**src/rtl/chi_pkg.sv**
```systemverilog
`timescale 1ns / 1ps
package chi_pkg;

   localparam logic [1:0] ST_OK      = 2'd0;
   localparam logic [1:0] ST_OUTSIDE = 2'd1;
   localparam logic [1:0] ST_EMPTY   = 2'd2;
   localparam logic [1:0] ST_SAT     = 2'd3;

   typedef struct packed {
      logic signed [31:0] query_point;
      logic signed [31:0] left_end;
      logic signed [31:0] right_end;
      logic signed [31:0] left_value;
      logic signed [31:0] right_value;
      logic signed [31:0] left_slope;
      logic signed [31:0] right_slope;
   } chi_req_type;

   typedef struct packed {
      logic signed [31:0] interp_value;
      logic [1:0]         status;
   } chi_rsp_type;

   // operands that ride alongside the divider and the polynomial stages
   typedef struct packed {
      logic [1:0]         status;
      logic signed [31:0] y1;
      logic signed [31:0] y2;
      logic signed [31:0] d1;
      logic signed [31:0] d2;
      logic [32:0]        scale;
   } chi_side_type;

endpackage

```
**src/rtl/chi_div_stage.sv**
```systemverilog
`timescale 1ns / 1ps
module chi_div_stage #(
   parameter int FRAC_BITS = 16,
   parameter int BIT_POS   = 16
) (
   input  logic                 clock,
   input  logic                 reset,
   input  logic                 en,
   input  logic                 in_valid,
   input  chi_pkg::chi_side_type in_side,
   input  logic [33:0]          in_rem,
   input  logic [FRAC_BITS:0]   in_quot,
   output logic                 out_valid,
   output chi_pkg::chi_side_type out_side,
   output logic [33:0]          out_rem,
   output logic [FRAC_BITS:0]   out_quot
);
   import chi_pkg::*;

   logic [33:0]        trial;
   logic               fits;
   logic [33:0]        rem_in;
   logic [FRAC_BITS:0] quot_in;
   logic               valid_ff;
   chi_side_type       side_ff;
   logic [33:0]        rem_ff;
   logic [FRAC_BITS:0] quot_ff;

   generate
      if (BIT_POS == FRAC_BITS) begin : g_first
         assign trial = in_rem;
      end else begin : g_next
         assign trial = {in_rem[32:0], 1'b0};
      end
   endgenerate

   always_comb begin
      fits    = (trial >= {1'b0, in_side.scale});
      rem_in  = fits ? (trial - {1'b0, in_side.scale}) : trial;
      quot_in = in_quot;
      quot_in[BIT_POS] = fits;
   end

   always_ff @(posedge clock) begin
      if (reset) begin
         valid_ff <= 1'b0;
      end else if (en) begin
         valid_ff <= in_valid;
      end
   end

   always_ff @(posedge clock) begin
      if (en) begin
         side_ff <= in_side;
         rem_ff  <= rem_in;
         quot_ff <= quot_in;
      end
   end

   assign out_valid = valid_ff;
   assign out_side  = side_ff;
   assign out_rem   = rem_ff;
   assign out_quot  = quot_ff;

endmodule

```
**config.mk**
```make
export PLATFORM = sky130hd
export DESIGN_NAME = chi_div_stage
export DESIGN_NICKNAME = d
export VERILOG_FILES = /design/src/rtl/chi_pkg.sv /design/src/rtl/chi_div_stage.sv
export SDC_FILE = /design/constraint.sdc
export NUM_CORES = 1
export LEC_CHECK = 0
export ABC_AREA = 1
export BUFFER_PORTS_ARGS = -buffer_cell sky130_fd_sc_hd__buf_2
export CAP_MARGIN = 20
export CORE_AREA = 2 2 169 171
export DETAILED_ROUTE_END_ITERATION = 8
export DIE_AREA = 0 0 171 173
export GPL_ROUTABILITY_DRIVEN = 0
export HOLD_SLACK_MARGIN = 0.03
export PLACE_DENSITY_LB_ADDON = 0.25
export SLEW_MARGIN = 5
export SYNTH_ARGS = -nofsm -noshare
export SYNTH_HDL_FRONTEND = slang
export SYNTH_SLANG_ARGS = --single-unit
```
**constraint.sdc**
```tcl
create_clock -name clock -period 2 [get_ports clock]
set_input_delay 0 -clock clock [delete_from_list [all_inputs] [get_ports clock]]
set_output_delay 0 -clock clock [all_outputs]
set_load 0.02 [all_outputs]
```
==> flow_summary.ini, run 1 <==
[status]
status = completed

[run]
drv_cap = 0

[pwr]
vdd_drop_max_v = 0.000554
power.density_nw_per_um2 = 796
finalPower_uw = 12900
leakagePower_uw = 0.00762

[synthesis]
syn_nets = 1156
avgSynthCellArea_um2 = 10.8
ys_seq_area_share_pct = 66.3
netlist_instances = 904
ys.flop_type = edfxtp_1
netlist_area_um2 = 9720
ys_types = 32
ys_ff_latch = 215
async_reset_ff_share_pct = 0
synth_edf_count = 214
yosysWarningCount = 0

[cts]
cts-root-buf = clkbuf_16
clock-sinks = 215
clkSlewWorstSetupHoldPaths_ns = 0.06
cts_setup_buffers = 0
cts_tree = yes
clk_latency_ns = 0.50
clk_path_buf_depth = 3
cts_buffers = 24
htreeDepth = 1

[min_path]
min_path_type = input port to flip-flop

[placed_design]
post-dp-hpwl_mm = 24.9
place_ws_ns = -0.0254
dp.cells = 1754
io_buffers = 431

[grt]
grt.total_usage_pct = 22.6
grt_util_met1_pct = 26.2
grt_pass1_wl_mm = 51.3
gr-usage-met3_pct = 3.52
grt_max_degree = 53
antenna_found_initial = 4
busiest_layer = met2
first_global_vias = 9248
grt_overflow = 0
gr-usage-met2_pct = 41.4

[layout]
layout_common_cells = buf_2 (428), nand2_1 (293), dlygate4sd3_1 (216), edfxtp_1 (214), inv_1 (142)
mostFrequentLayoutCell = buf_2
layout.cells.non_filler = 2019
synthToLayoutAreaGrowth_pct = 66.4
layout.nets = 1870
drive_above_1_share_pct = 38.7

[worst_setup_path]
cp_common_cell = nand2_1
critPathKind = input port to flip-flop
slowest_delay_ns = 0.54
crit_family = buffers and inverters
cp_cell_sequence = dlygate4sd3_1 -> buf_2 -> inv_1 -> ha_4 -> nand2_1 -> nand2_1 -> inv_1 -> nand2_1 -> nand2_1 -> nand3_2 -> nand2_1 -> nand3b_1 -> nor2_2 -> nand2_4 -> buf_12 -> nand2_1 -> nand2_1
crit_path_start_kind = input port
end_kind = flip-flop
critPathSlowestCell = dlygate4sd3_1
worst-path-buf-inv = 5
arrival_ns = 2.16
crit_required_ns = 2.26
cp_max_fo = 9

[route]
wl_per_cell_um = 17.5
drc_errors = 0
dr.pass1.iters = 4
via_per_inst = 4.45
drt_iter0_markers = 548
drtAntennaViolNets = 0
wirelength_mm = 35.3
vias = 8978

[floorplan]
num_io_pins = 433
start_util_pct = 35.2
die_width_um = 171
die_area_um2 = 29600
die_y_um = 173
core_um2 = 27600
num_rows = 61

[timing]
clock_skew_ns = 0
hold_violations = 0
fin_crit_ns = 1.91
setup-violations-final = 0
fmax_mhz = 524
worstMarginPinSlew_ns = 0.411
slew_violations = 0
min_period_over_period_pct = 95.4
rsz0062_at_grt = true
setup_slack_ns = 0.0922
final.setup.tns_ns = 0
max_slew_margin_pct = 72.6
## metal layers
layer  wire, µm  up-vias
li1           -     4380
met1      13800     4190
met2      18100      338
met3       1970       70
met4       1400        0
met5          0        -
## worst min-delay path: cells and delay by family
kind	cells	cell delay [ns]
buf+inv	3	0.19
simple gates	2	0.09
fa+ha+maj	1	0.14
## synthesized netlist by cell type (2+ instances only)
master / instances / area [µm²]
nand2_1: 318 / 1190
edfxtp_1: 214 / 6430
inv_1: 146 / 548
nor2_1: 49 / 184
ha_1: 33 / 413
nand3_1: 32 / 160
a21oi_1: 23 / 115
nand2_2: 21 / 131
xor2_1: 15 / 131
nand4_1: 7 / 43.8
buf_6: 6 / 67.6
nor2_2: 6 / 37.5
nor3_1: 5 / 25.0
o21ai_0: 5 / 25.0
nor2_4: 3 / 33.8
o21bai_1: 3 / 22.5
a21o_1: 2 / 15.0
nor4_1: 2 / 12.5
## power by group
group	internal, µW	switching, µW	leakage, µW
Clock	2500	1780	0.000375
Sequential	5440	108	0.00210
Combinational	1250	1800	0.00515
Total	9190	3690	0.00762
## through the flow
step / cell area [µm²] / hold slack, ns / utilization, %
after global routing: 16200 / 0.142 / 58.5
after CTS: 15700 / 0.0582 / 56.7
final: 16200 / 0.0823 / 58.6
after global placement: 12700 / 0.175 / 46.1
after floorplan: 9720 / 0.0724 / -
after detailed placement: 12700 / 0.174 / 46.1
## state kept, by name (all words and copies together) (netlist names)
name	flops
out_valid	1
out_quot	17
out_rem	34
out_side	163
## final cells by class
class	instances	area (µm²)
clock buffer	33	676
tap	378	473
multi-input combinational	536	3130
inverter	147	552
timing repair buffer	694	4800
sequential	215	6450
clock inverter	11	87.6
fill	2354	11500
antenna	5	12.5
## cell families after synthesis
kind of cell,Yosys count,synth area share [%]
flip-flops,215,66.3
AO/OA/AOI/OAI,35,1.99
buffers and inverters,153,6.37
multiplexers,1,0.103
adder cells (fa/ha/maj),34,4.45
XOR/XNOR,16,1.44
AND/OR/NAND/NOR,450,19.4
## final timing paths
path	startpoint	end	slack, ns	cells after the start
worst min-delay path	in_rem[0]	out_rem[0]	0.08	6
worst max-delay path	in_side[21]	out_rem[22]	0.09	17
worst max register to register	out_valid	out_valid	0.84	3
worst min register to register	out_valid	out_valid	1.08	3
## what timing repair did
action                                 4_1_cts  5_1_grt
setup endpoints to repair                    0       35
hold buffers                               216        0
endpoints found under the hold margin      256        0
resized for setup                            0       96
Note: power is estimated with default switching activity, not from simulation.
==> run 2, diff against run 1 <==
BUFFER_PORTS_ARGS = not set   (was -buffer_cell sky130_fd_sc_hd__buf_2)
DONT_BUFFER_PORTS = 1   (was not set)
HOLD_SLACK_MARGIN = 0.08   (was 0.03)
REMOVE_ABC_BUFFERS = 1   (was not set)
==> run 2 against run 1 <==
Against the previous run:
- the run now ends with negative hold slack left
- clock skew is the same
- routed wire length fell by 7.6%
- clock-buffer cell count decreased by 2
- non-clock buffer count decreased by 430
- die area unchanged
- first-iteration DRC count decreased by 15%
- final cell count fell by 22%
- sequential power grew 13%
- global-route usage down 1.6 points
- critical endpoint is now out_rem[11]
- largest power group unchanged
- highest routed layer unchanged
==> flow_summary.ini, run 2 (synthesis results as in run 1) <==
[route]
wl_met2_mm = 16.4
wirelength_mm = 32.6
drt_iter0_markers = 464
dr.pass1.iters = 5
wl_per_cell_um = 20.6
highest_layer = met4
drt-met1-wl_mm = 12.5
vias = 7214
met3_length_mm = 2.61
drtAntennaViolNets = 0
via_per_inst = 4.55
drc_errors = 0

[min_path]
holdPathStages = 0
min_path_type = input port to flip-flop

[layout]
largest_register_ffs = 163
drive_above_1_share_pct = 11.9
final_util_pct = 49.5
layout.cells.non_filler = 1584
layout_common_cells = nand2_1 (312), dlygate4sd3_1 (219), edfxtp_1 (214), inv_1 (146), nor2_1 (46)
mostFrequentLayoutCell = nand2_1
synthToLayoutAreaGrowth_pct = 40.5
layout.nets = 1440

[status]
status = finished with violations
violations = negative hold slack

[pwr]
power.density_nw_per_um2 = 901
leakagePower_uw = 0.00588
vdd_drop_max_v = 0.000534

[floorplan]
start_util_pct = 35.2
num_io_pins = 433
die_y_um = 173
die_area_um2 = 29600
num_rows = 61
die_width_um = 171
core_um2 = 27600

[timing]
clock_skew_ns = 0
slew_violations = 0
final.setup.tns_ns = 0
setup-violations-final = 0
rsz0062_at_grt = false
fmax_mhz = 539
worstMarginPinSlew_ns = 1.01
hold_violations = 63
min_period_over_period_pct = 92.7
max_slew_margin_pct = 32.5
holdWs_ns = -0.382
fin_crit_ns = 1.85

[worst_setup_path]
cp_common_cell = nand2_1
slowest_delay_ns = 0.57
r2r_cells = 3
critPathKind = input port to flip-flop
cp_cell_sequence = dlygate4sd3_1 -> ha_1 -> nand2_2 -> nor2_2 -> nand2_1 -> nor2_4 -> nand3_1 -> nand2_1 -> or2_4 -> nand2_4 -> buf_12 -> nand2_1 -> nand2_1
cp_max_fo = 14
crit_path_start_kind = input port
critPathSlowestCell = dlygate4sd3_1
arrival_ns = 2.12
end_kind = flip-flop
crit_required_ns = 2.27

[grt]
grt.total_usage_pct = 21.0
grt_overflow = 0
grt_max_degree = 216
antenna_found_initial = 1
first_global_vias = 7387
grt_pass1_wl_mm = 46.3

[cts]
htreeDepth = 1
cts-root-buf = clkbuf_16
cts_buffers = 24
clock-sinks = 215
cts_tree = yes
clk_latency_ns = 0.51
clk_path_buf_depth = 3
clkSlewWorstSetupHoldPaths_ns = 0.06

[placed_design]
dp.cells = 1318
io_buffers = 0
post-dp-hpwl_mm = 23.2

[run]
drv_cap = 0
## run 2: cell count changes in the layout (fill, tap and decap cells not counted), sizes merged, moves of 2 or more
cell	before	now
buf	477	44
diode	5	1
clkbuf	34	31
dlygate4sd3	216	219
bufinv	1	3
clkinv	9	7
## run 2: worst max-delay path: cells and delay by family
kind          cells  cell delay [ns]
fa+ha+maj         1             0.32
buf+inv           2             0.73
simple gates     10             1.05
## run 2: layout make-up
cell class | instances | area [µm²]
clock inverter | 12 | 138
tap | 378 | 473
timing repair buffer | 264 | 2580
multi-input combinational | 536 | 2830
clock buffer | 31 | 648
antenna | 1 | 2.50
sequential | 215 | 6450
inverter | 147 | 552
fill | 2558 | 14000
## run 2: final timing paths
path | to | from | slack, ns
min | out_side[30] | en | -0.38
max | out_rem[11] | in_rem[17] | 0.15
max reg2reg | out_valid | out_valid | 0.73
min reg2reg | out_valid | out_valid | 1.18
## run 2: power by group
| part | leakage, µW | internal [µW] | total, µW | switching, µW |
|---|---|---|---|---|
| clock | 0.000381 | 2670 | 4440 | 1780 |
| combinational | 0.00340 | 776 | 1620 | 841 |
| sequential | 0.00210 | 5490 | 6260 | 772 |
## run 2: routing by layer
layer / up-vias / GRT usage, %
met3: 51 / 6.16
met5: - / 0
met4: 0 / 7.10
met2: 292 / 37.5
li1: 3516 / -
met1: 3355 / 23.7
## run 2: metrics by stage
stage               instance area (µm²)  worst slack [ns]  power [µW]
floorplan                          9660             0.241        6960
global placement                  10500            0.0732        7520
detailed placement                10500            0.0923        7520
CTS                               13500            0.0568       12400
global route                      13700           0.00158       12800
finish                            13700             0.146       12300
## run 2: what timing repair did
action / in CTS / in global routing
endpoints found under the setup margin: 0 / 32
buffers inserted: 0 / 2
hold endpoints to repair: 428 / 216
resized for setup: 0 / 32
hold buffers: 218 / 2
